$ cat src/design/sfp_pkg.sv
`timescale 1ns / 1ps

package sfp_pkg;

  // Frame limits and field widths
  localparam int DATA_MAX  = 64;
  localparam int BYTE_W    = 8;
  localparam int LEN_W     = 7;
  localparam int POS_W     = 6;
  localparam int STORE_D   = 64;
  localparam int CFG_IDX_W = 2;

  // Register reset values
  localparam logic [BYTE_W-1:0] HEAD_RESET = 8'hAA;
  localparam logic [BYTE_W-1:0] TAIL_RESET = 8'h55;

  // Register indexes
  localparam logic [CFG_IDX_W-1:0] CFG_HEAD = 2'd0;
  localparam logic [CFG_IDX_W-1:0] CFG_TAIL = 2'd1;

  // One result item
  typedef struct packed {
    logic [BYTE_W-1:0] command;
    logic [LEN_W-1:0]  length;
    logic [POS_W-1:0]  position;
    logic [BYTE_W-1:0] payload_byte;
    logic              last;
  } res_t;

  // Controller to datapath commands
  typedef struct packed {
    logic load_cmd;
    logic load_len;
    logic store_byte;
    logic clr_pos;
    logic read_en;
    logic step_pos;
  } cmd_t;

  // Datapath to controller status
  typedef struct packed {
    logic is_head;
    logic len_ok;
    logic len_zero;
    logic data_done;
    logic sum_ok;
    logic tail_ok;
    logic out_last;
  } sts_t;

endpackage

$ cat src/design/sfp_if.sv
`timescale 1ns / 1ps

// Received byte channel
interface sfp_byte_if;
  import sfp_pkg::*;
  logic              valid;
  logic              ready;
  logic [BYTE_W-1:0] data;
  modport source (output valid, output data, input ready);
  modport sink   (input valid, input data, output ready);
endinterface

// Result channel
interface sfp_result_if;
  import sfp_pkg::*;
  logic valid;
  logic ready;
  res_t data;
  modport source (output valid, output data, input ready);
  modport sink   (input valid, input data, output ready);
endinterface

// Register write channel
interface sfp_cfg_if;
  import sfp_pkg::*;
  logic                 valid;
  logic                 ready;
  logic [CFG_IDX_W-1:0] index;
  logic [BYTE_W-1:0]    data;
  modport source (output valid, output index, output data, input ready);
  modport sink   (input valid, input index, input data, output ready);
endinterface

$ cat src/design/serial_frame_parser.sv
`timescale 1ns / 1ps

// Serial frame parser.
// rx_if takes one received byte per transfer. Frames are head, command,
// length (0..64), payload, XOR checksum over command/length/payload, tail.
// Bad length, checksum or tail drops the frame; a head byte restarts it.
// res_if delivers one result per payload byte (one result for an empty
// frame), the final one flagged by last. cfg_if writes head_byte (index 0)
// and tail_byte (index 1); it is always ready, other indexes are ignored.
// Throughput: while a frame arrives, one byte per cycle. On the tail
// transfer rx_if drops ready and the payload store drains: each result
// passes a RAM read state (S_RD), then a presentation state (S_OUT)
// that waits while the receiver holds ready low; the store's single
// read port serves one result at a time. First result is valid in S_OUT;
// rx_if is ready again in the cycle after the last result transfers.
// A stalled result holds its payload until taken.
// Reset (rst_ni low, asynchronous) returns to head hunting and restores
// head 0xAA and tail 0x55; the payload store is not cleared.
module serial_frame_parser (
  input  logic           clk_i,
  input  logic           rst_ni,
  sfp_byte_if.sink       rx_if,
  sfp_result_if.source   res_if,
  sfp_cfg_if.sink        cfg_if
);
  import sfp_pkg::*;

  cmd_t cmd;
  sts_t sts;
  res_t res;

  assign cfg_if.ready = 1'b1;
  assign res_if.data  = res;

  sfp_ctrl u_ctrl (
    .clk_i       (clk_i),
    .rst_ni      (rst_ni),
    .rx_valid_i  (rx_if.valid),
    .rx_ready_o  (rx_if.ready),
    .res_valid_o (res_if.valid),
    .res_ready_i (res_if.ready),
    .sts_i       (sts),
    .cmd_o       (cmd)
  );

  sfp_datapath u_dp (
    .clk_i      (clk_i),
    .rst_ni     (rst_ni),
    .rx_byte_i  (rx_if.data),
    .cfg_we_i   (cfg_if.valid),
    .cfg_idx_i  (cfg_if.index),
    .cfg_data_i (cfg_if.data),
    .cmd_i      (cmd),
    .sts_o      (sts),
    .res_o      (res)
  );

endmodule

$ cat src/design/sfp_ram.sv
`timescale 1ns / 1ps

// Simple dual-port RAM, registered read
module sfp_ram #(
  parameter int WIDTH = 8,
  parameter int DEPTH = 64
) (
  input  logic                     clk_i,
  input  logic                     we_i,
  input  logic [$clog2(DEPTH)-1:0] waddr_i,
  input  logic [WIDTH-1:0]         wdata_i,
  input  logic                     re_i,
  input  logic [$clog2(DEPTH)-1:0] raddr_i,
  output logic [WIDTH-1:0]         rdata_o
);

  logic [WIDTH-1:0] mem_q [DEPTH];
  logic [WIDTH-1:0] rdata_q;

  always_ff @(posedge clk_i) begin
    if (we_i) begin
      mem_q[waddr_i] <= wdata_i;
    end
    if (re_i) begin
      rdata_q <= mem_q[raddr_i];
    end
  end

  assign rdata_o = rdata_q;

endmodule

$ cat src/design/sfp_datapath.sv
`timescale 1ns / 1ps

module sfp_datapath (
  input  logic                       clk_i,
  input  logic                       rst_ni,
  input  logic [sfp_pkg::BYTE_W-1:0] rx_byte_i,
  input  logic                       cfg_we_i,
  input  logic [sfp_pkg::CFG_IDX_W-1:0] cfg_idx_i,
  input  logic [sfp_pkg::BYTE_W-1:0] cfg_data_i,
  input  sfp_pkg::cmd_t              cmd_i,
  output sfp_pkg::sts_t              sts_o,
  output sfp_pkg::res_t              res_o
);
  import sfp_pkg::*;

  localparam logic [BYTE_W-1:0] DATA_MAX_B = BYTE_W'(DATA_MAX);

  logic [BYTE_W-1:0] head_q, tail_q;
  logic [BYTE_W-1:0] cmd_q, xor_q, xor_d;
  logic [LEN_W-1:0]  len_q, cnt_q, cnt_inc;
  logic [POS_W-1:0]  pos_q;
  logic [BYTE_W-1:0] rdata;

  // Configuration registers
  always_ff @(posedge clk_i or negedge rst_ni) begin
    if (!rst_ni) begin
      head_q <= HEAD_RESET;
      tail_q <= TAIL_RESET;
    end else if (cfg_we_i) begin
      case (cfg_idx_i)
        CFG_HEAD: head_q <= cfg_data_i;
        CFG_TAIL: tail_q <= cfg_data_i;
        default: ;
      endcase
    end
  end

  // Frame fields, byte count and running checksum
  assign cnt_inc = cnt_q + LEN_W'(1);

  always_comb begin
    xor_d = xor_q;
    if (cmd_i.load_cmd) begin
      xor_d = rx_byte_i;
    end else if (cmd_i.load_len || cmd_i.store_byte) begin
      xor_d = xor_q ^ rx_byte_i;
    end
  end

  always_ff @(posedge clk_i or negedge rst_ni) begin
    if (!rst_ni) begin
      cmd_q <= '0;
      len_q <= '0;
      cnt_q <= '0;
      xor_q <= '0;
      pos_q <= '0;
    end else begin
      xor_q <= xor_d;
      if (cmd_i.load_cmd) begin
        cmd_q <= rx_byte_i;
      end
      if (cmd_i.load_len) begin
        len_q <= rx_byte_i[LEN_W-1:0];
        cnt_q <= '0;
      end else if (cmd_i.store_byte) begin
        cnt_q <= cnt_inc;
      end
      if (cmd_i.clr_pos) begin
        pos_q <= '0;
      end else if (cmd_i.step_pos) begin
        pos_q <= pos_q + POS_W'(1);
      end
    end
  end

  // Payload store
  sfp_ram #(
    .WIDTH (BYTE_W),
    .DEPTH (STORE_D)
  ) u_store (
    .clk_i   (clk_i),
    .we_i    (cmd_i.store_byte),
    .waddr_i (cnt_q[POS_W-1:0]),
    .wdata_i (rx_byte_i),
    .re_i    (cmd_i.read_en),
    .raddr_i (pos_q),
    .rdata_o (rdata)
  );

  // Status for the controller
  assign sts_o.is_head   = (rx_byte_i == head_q);
  assign sts_o.len_ok    = (rx_byte_i <= DATA_MAX_B);
  assign sts_o.len_zero  = (rx_byte_i == '0);
  assign sts_o.data_done = (cnt_inc >= len_q);
  assign sts_o.sum_ok    = (rx_byte_i == xor_q);
  assign sts_o.tail_ok   = (rx_byte_i == tail_q);
  assign sts_o.out_last  = (len_q == '0) || (({1'b0, pos_q} + LEN_W'(1)) == len_q);

  // Result fields; an empty frame shows a zero payload byte
  assign res_o.command      = cmd_q;
  assign res_o.length       = len_q;
  assign res_o.position     = pos_q;
  assign res_o.payload_byte = (len_q == '0) ? '0 : rdata;
  assign res_o.last         = sts_o.out_last;

endmodule

$ cat src/design/sfp_ctrl.sv
`timescale 1ns / 1ps

module sfp_ctrl (
  input  logic          clk_i,
  input  logic          rst_ni,
  input  logic          rx_valid_i,
  output logic          rx_ready_o,
  output logic          res_valid_o,
  input  logic          res_ready_i,
  input  sfp_pkg::sts_t sts_i,
  output sfp_pkg::cmd_t cmd_o
);
  import sfp_pkg::*;

  localparam logic [2:0] S_HEAD = 3'd0;
  localparam logic [2:0] S_CMD  = 3'd1;
  localparam logic [2:0] S_LEN  = 3'd2;
  localparam logic [2:0] S_DATA = 3'd3;
  localparam logic [2:0] S_SUM  = 3'd4;
  localparam logic [2:0] S_TAIL = 3'd5;
  localparam logic [2:0] S_RD   = 3'd6;
  localparam logic [2:0] S_OUT  = 3'd7;

  logic [2:0] state_q, state_d;
  logic       rx_fire;
  logic [2:0] drop_state;

  assign rx_ready_o  = (state_q != S_RD) && (state_q != S_OUT);
  assign res_valid_o = (state_q == S_OUT);
  assign rx_fire     = rx_valid_i && rx_ready_o;
  // A dropped frame restarts at once on a head byte
  assign drop_state  = sts_i.is_head ? S_CMD : S_HEAD;

  // Next state and datapath commands
  always_comb begin
    state_d = state_q;
    cmd_o   = '0;
    case (state_q)
      S_HEAD: begin
        if (rx_fire && sts_i.is_head) state_d = S_CMD;
      end
      S_CMD: begin
        if (rx_fire) begin
          cmd_o.load_cmd = 1'b1;
          state_d        = S_LEN;
        end
      end
      S_LEN: begin
        if (rx_fire) begin
          if (!sts_i.len_ok) begin
            state_d = drop_state;
          end else begin
            cmd_o.load_len = 1'b1;
            state_d        = sts_i.len_zero ? S_SUM : S_DATA;
          end
        end
      end
      S_DATA: begin
        if (rx_fire) begin
          cmd_o.store_byte = 1'b1;
          if (sts_i.data_done) state_d = S_SUM;
        end
      end
      S_SUM: begin
        if (rx_fire) state_d = sts_i.sum_ok ? S_TAIL : drop_state;
      end
      S_TAIL: begin
        if (rx_fire) begin
          if (sts_i.tail_ok) begin
            cmd_o.clr_pos = 1'b1;
            state_d       = S_RD;
          end else begin
            state_d = drop_state;
          end
        end
      end
      S_RD: begin
        cmd_o.read_en = 1'b1;
        state_d       = S_OUT;
      end
      S_OUT: begin
        if (res_ready_i) begin
          if (sts_i.out_last) begin
            state_d = S_HEAD;
          end else begin
            cmd_o.step_pos = 1'b1;
            state_d        = S_RD;
          end
        end
      end
      default: state_d = S_HEAD;
    endcase
  end

  always_ff @(posedge clk_i or negedge rst_ni) begin
    if (!rst_ni) begin
      state_q <= S_HEAD;
    end else begin
      state_q <= state_d;
    end
  end

endmodule

$ cat src/flat_wrapper.sv
// flat-port wrapper written by rule: the top's interface ports become plain ports
module serial_frame_parser_flat import sfp_pkg::*;
  (clk_i, rst_ni, rx_if_valid, rx_if_data, rx_if_ready, res_if_valid, res_if_data, res_if_ready, cfg_if_valid, cfg_if_index, cfg_if_data, cfg_if_ready);
  sfp_byte_if rx_if_i ();
  sfp_result_if res_if_i ();
  sfp_cfg_if cfg_if_i ();
  input  logic clk_i;
  input  logic rst_ni;
  input wire logic [$bits(rx_if_i.valid)-1:0] rx_if_valid;
  input wire logic [$bits(rx_if_i.data)-1:0] rx_if_data;
  output wire logic [$bits(rx_if_i.ready)-1:0] rx_if_ready;
  output wire logic [$bits(res_if_i.valid)-1:0] res_if_valid;
  output wire logic [$bits(res_if_i.data)-1:0] res_if_data;
  input wire logic [$bits(res_if_i.ready)-1:0] res_if_ready;
  input wire logic [$bits(cfg_if_i.valid)-1:0] cfg_if_valid;
  input wire logic [$bits(cfg_if_i.index)-1:0] cfg_if_index;
  input wire logic [$bits(cfg_if_i.data)-1:0] cfg_if_data;
  output wire logic [$bits(cfg_if_i.ready)-1:0] cfg_if_ready;
  assign rx_if_i.valid = rx_if_valid;
  assign rx_if_i.data = rx_if_data;
  assign rx_if_ready = rx_if_i.ready;
  assign res_if_valid = res_if_i.valid;
  assign res_if_data = res_if_i.data;
  assign res_if_i.ready = res_if_ready;
  assign cfg_if_i.valid = cfg_if_valid;
  assign cfg_if_i.index = cfg_if_index;
  assign cfg_if_i.data = cfg_if_data;
  assign cfg_if_ready = cfg_if_i.ready;
  serial_frame_parser u_core (.clk_i(clk_i), .rst_ni(rst_ni), .rx_if(rx_if_i), .res_if(res_if_i), .cfg_if(cfg_if_i));
endmodule
$ cat config.mk
export PLATFORM = sky130hd
export DESIGN_NAME = serial_frame_parser_flat
export DESIGN_NICKNAME = d
export VERILOG_FILES = /design/src/design/sfp_pkg.sv /design/src/design/sfp_if.sv /design/src/design/serial_frame_parser.sv /design/src/design/sfp_ram.sv /design/src/design/sfp_datapath.sv /design/src/design/sfp_ctrl.sv /design/src/flat_wrapper.sv
export SDC_FILE = /design/constraint.sdc
export NUM_CORES = 1
export LEC_CHECK = 0
export BUFFER_PORTS_ARGS = -buffer_cell sky130_fd_sc_hd__buf_2
export CAP_MARGIN = 10
export CORE_MARGIN = 8
export CORE_UTILIZATION = 30
export DETAILED_ROUTE_END_ITERATION = 10
export PLACE_DENSITY_LB_ADDON = 0.25
export RECOVER_POWER = 25
export SLEW_MARGIN = 0
export SYNTH_ARGS = -nofsm -noshare
export SYNTH_HDL_FRONTEND = slang
export SYNTH_SLANG_ARGS = --single-unit
export TNS_END_PERCENT = 1
$ cat constraint.sdc
create_clock -name clk_i -period 3.2 [get_ports clk_i]
set_input_delay 0.32 -clock clk_i [delete_from_list [all_inputs] [get_ports clk_i]]
set_output_delay 0.32 -clock clk_i [all_outputs]
set_load 0.005 [all_outputs]
==> results.sh <==
export IMPL_grt_max_degree=67
export IMPL_p_seq_share_pct=41.3
export IMPL_path_cells="ha_2 -> or3b_2 -> o21ai_0 -> a211o_1 -> a31oi_2 -> nor2_1 -> buf_2"
export IMPL_path_max_fanout=13
export IMPL_first_iter_violations=1303
export IMPL_peakVddDrop_mv=0.439
export IMPL_ys_ff_latch=575
export IMPL_power_net_switching_mw=6.14
export IMPL_area_growth_synth_to_final_pct=18.5
export IMPL_synth_area_per_cell_um2=18.5
export IMPL_ys_warn_count=0
export IMPL_endpoint_kind="output pin"
export IMPL_ff2ff_setup_slack_ps=420
export IMPL_grt_setup_unrepaired="no"
export IMPL_wl_um=62300
export IMPL_finalSetupTns_ps=0
export IMPL_cts_sinks=575
export IMPL_tightest_slew_ps=1560
export IMPL_hpwl_um=40800
export IMPL_required_ps=2880
export IMPL_synth_edf_count=520
export IMPL_start_kind="flip-flop"
export IMPL_cpLargestDelayFamily="flip-flops"
export IMPL_synth_seq_area_share_pct=72.5
export IMPL_synth_fp_nets=1303
export IMPL_cap_violations=2
export IMPL_hold_class="in -> reg"
export IMPL_worstSetupPathType="reg -> out"
export IMPL_numCtsBuffers=60
export IMPL_violations="max-capacitance violations, max-slew violations"
export IMPL_fin_nets=1493
export IMPL_p_sw_share_pct=29.2
export IMPL_layout_drive_gt1_share_pct=28.6
export IMPL_yosysTopAreaCell="edfxtp_1"
export IMPL_holdWs_ps=80.4
export IMPL_io_buffers=54
export IMPL_regArea_um2=17000
export IMPL_fmax_ghz=0.331
export IMPL_clkPwrFrac_pct=32.2
export IMPL_slowest_stage="dfrtp_4"
export IMPL_antenna_left=0
export IMPL_drtPass1Iterations=5
export IMPL_antenna_found_initial=5
export IMPL_overflow=0
export IMPL_start_util_pct=30.3
export IMPL_grt_pass1_wl_um=90700
export IMPL_drc_errors=0
export IMPL_post_dp_cell_area_um2=25800
export IMPL_hold_viol_final=0
export IMPL_syn_cell_area_um2=23500
export IMPL_wl_per_cell_um=24.4
export IMPL_fillCellCount=7268
export IMPL_place_ws_ps=345
export IMPL_finalMaxSlewViolations=133
export IMPL_detail_route_vias_per_cell=4.94
export IMPL_synthDistinctLibCells=62
export IMPL_clk_pin_slew_worst_paths_ps=60
export IMPL_fin_area_um2=27800
export IMPL_clock_skew_ps=13.6
export IMPL_p_per_area_nw_per_um2=755
export IMPL_cts_tree="yes"
export IMPL_fp_dieH_um=296
export IMPL_outcome="finished, violations left"
export IMPL_relSlewSlack_pct=-3.87
export IMPL_globalplace_congestion=0.808
export IMPL_multi_input_area_um2=6040
export IMPL_syn_instance_count=1271
export IMPL_vias=12600
export IMPL_grt_pass1_vias=12900
export IMPL_slowest_delay_ps=600
export IMPL_io_pins=56
export IMPL_fin_crit_ps=3020
export IMPL_arrival_ps=2700
export IMPL_synthDominantCellAreaShare_pct=66.6
export IMPL_dieArea_um2=87400
export IMPL_timing_final_ws_setup_ps=177
export IMPL_comb_power_share_pct=26.5
export IMPL_synthArstFlopShare_pct=9.57
export IMPL_fin_util_pct=35.9
export IMPL_grt_usage_pct=14.1
export IMPL_p_int_mw=14.9
export IMPL_clkLatencyLatePin_ps=620
export IMPL_period_share_pct=94.5
export IMPL_leakage_nw=9.42
export IMPL_cts_root_buf="clkbuf_16"
export IMPL_ys_flop_type="edfxtp_1"
export IMPL_clockBufferDepth=3
export IMPL_setup_violations=0
export IMPL_synth_area_top_cells="edfxtp_1 67%, mux4_2 12%, dfrtp_1 5.0%"
export IMPL_worst_path_buf_inv=1
export IMPL_h_tree_depth=2
export IMPL_die_w_um=296
export IMPL_rows=102
export IMPL_coreArea_um2=77500
[cells in the mapped netlist (4+ instances only)]
cell type    n
nor2_1      84
o221ai_1    16
a22oi_1      8
o22a_1       6
clkbuf_1    29
mux4_2     126
a21oi_1     32
xor2_1      18
buf_2       18
nor4_1       5
o2111ai_1    8
nor2b_1      8
nand2_1     72
dfstp_2      8
buf_6        4
inv_1       12
nor3_1       9
ha_1         9
nand3b_1     5
nand3_1     18
buf_1       11
a211oi_1     4
o21ai_0     17
dfrtp_1     47
nand4_1      4
edfxtp_1   520
xnor2_1     22
o22ai_1     10
mux2_2      25
buf_4       12
mux2i_1     56
and2_1       9
[cells in the final DEF (no fill, tap or decap), drive strengths merged, types with 10 or more instances in the layout]
master / instances
clkinv: 24
nand2: 72
o221ai: 16
a21oi: 32
o21ai: 17
dlygate4sd3: 10
xnor2: 22
mux2: 25
xor2: 18
nand3: 18
dfrtp: 47
o22ai: 10
edfxtp: 520
buf: 176
clkbuf: 93
mux4: 126
nor2: 85
inv: 14
mux2i: 56
[timing repair]
action | 4_1_cts | 5_1_grt
hold buffers | 10 | 0
hold endpoints to repair | 56 | 0
buffers inserted | 2 | 1
endpoints found under the setup margin | 1 | 1
pin swaps | 1 | 1
resized for setup | 1 | 3
[registers in the layout (all words and copies together), names as in the netlist]
signal,flops
u_core.u_ctrl.state_q,3
u_core.u_dp.u_store.rdata_o,8
u_core.u_dp.len_q,7
u_core.u_dp.cmd_q,8
u_core.u_dp.tail_q,8
u_core.u_dp.cnt_q,7
u_core.u_dp.head_q,8
u_core.u_dp.pos_q,6
u_core.u_dp.xor_q,8
u_core.u_dp.u_store.mem_q,512
[routing by layer]
| layer | track usage (%) | share of wire [%] |
|---|---|---|
| met1 | 20.0 | 45 |
| met2 | 22.5 | 47 |
| met3 | 2.34 | 6.3 |
| met4 | 3.62 | 2.0 |
| met5 | 0 | 0 |
[power groups by stage]
| stage | sequential, mW | clock (mW) | combinational (mW) |
|---|---|---|---|
| 2_1_floorplan | 8.61 | 0 | 3.79 |
| 3_3_place_gp | 8.80 | 0 | 5.67 |
| 3_5_place_dp | 8.80 | 0 | 5.68 |
| 4_1_cts | 8.65 | 6.93 | 5.70 |
| 5_1_grt | 8.67 | 7.19 | 5.97 |
| 6_report | 8.66 | 6.76 | 5.57 |
[cell families after synthesis]
family / share of synthesized area, %
XOR/XNOR: 1.49
buffers and inverters: 1.81
multiplexers: 15.7
adder cells (fa/ha/maj): 0.480
AND/OR/NAND/NOR: 4.52
AO/OA/AOI/OAI: 3.53
flip-flops: 72.5
other: 0.0160
[worst register-to-register path, delay by kind of cell, from the launching register on]
kind / cells / cell delay (ps)
AOI/OAI and AO/OA: 3 / 660
and+or+nand+nor: 1 / 100
buffers and inverters: 3 / 710
DFF: 1 / 540
muxes: 1 / 510
[area by class of cell]
type	count	area share, %
Sequential cell	575	61.2
Multi-Input combinational cell	609	21.7
Clock buffer	77	5.82
Timing Repair Buffer	202	5.35
Tap cell	1040	4.68
Clock inverter	32	1.05
Inverter	13	0.176
Antenna cell	1	0.00900
[worst paths after layout]
kind	startpoint	to	cells past startpoint
min	rx_if_valid	u_core.u_ctrl.state_q[1]$_DFFE_PN0P_	3
max in group asynchronous	rst_ni	u_core.u_dp.head_q[1]$_DFFE_PN1P_	3
min reg2reg	u_core.u_dp.cmd_q[3]$_DFFE_PN0P_	u_core.u_dp.cmd_q[3]$_DFFE_PN0P_	1
max	u_core.u_dp.pos_q[1]$_DFFE_PN0P_	res_if_data[0]	7
max reg2reg	u_core.u_dp.pos_q[0]$_DFFE_PN0P_	u_core.u_dp.u_store.rdata_o[0]$_DFFE_PP_	8
min in group asynchronous	rst_ni	u_core.u_dp.cmd_q[3]$_DFFE_PN0P_	2
[per-stage QoR]
step | std cells | total power [mW]
after floorplan | 1271 | 12.4
after global placement | 2426 | 14.5
after detailed placement | 2426 | 14.5
after CTS | 2547 | 21.3
after global routing | 2548 | 21.8
final | 2549 | 21.0
Note: power is estimated with default switching activity, not from simulation.
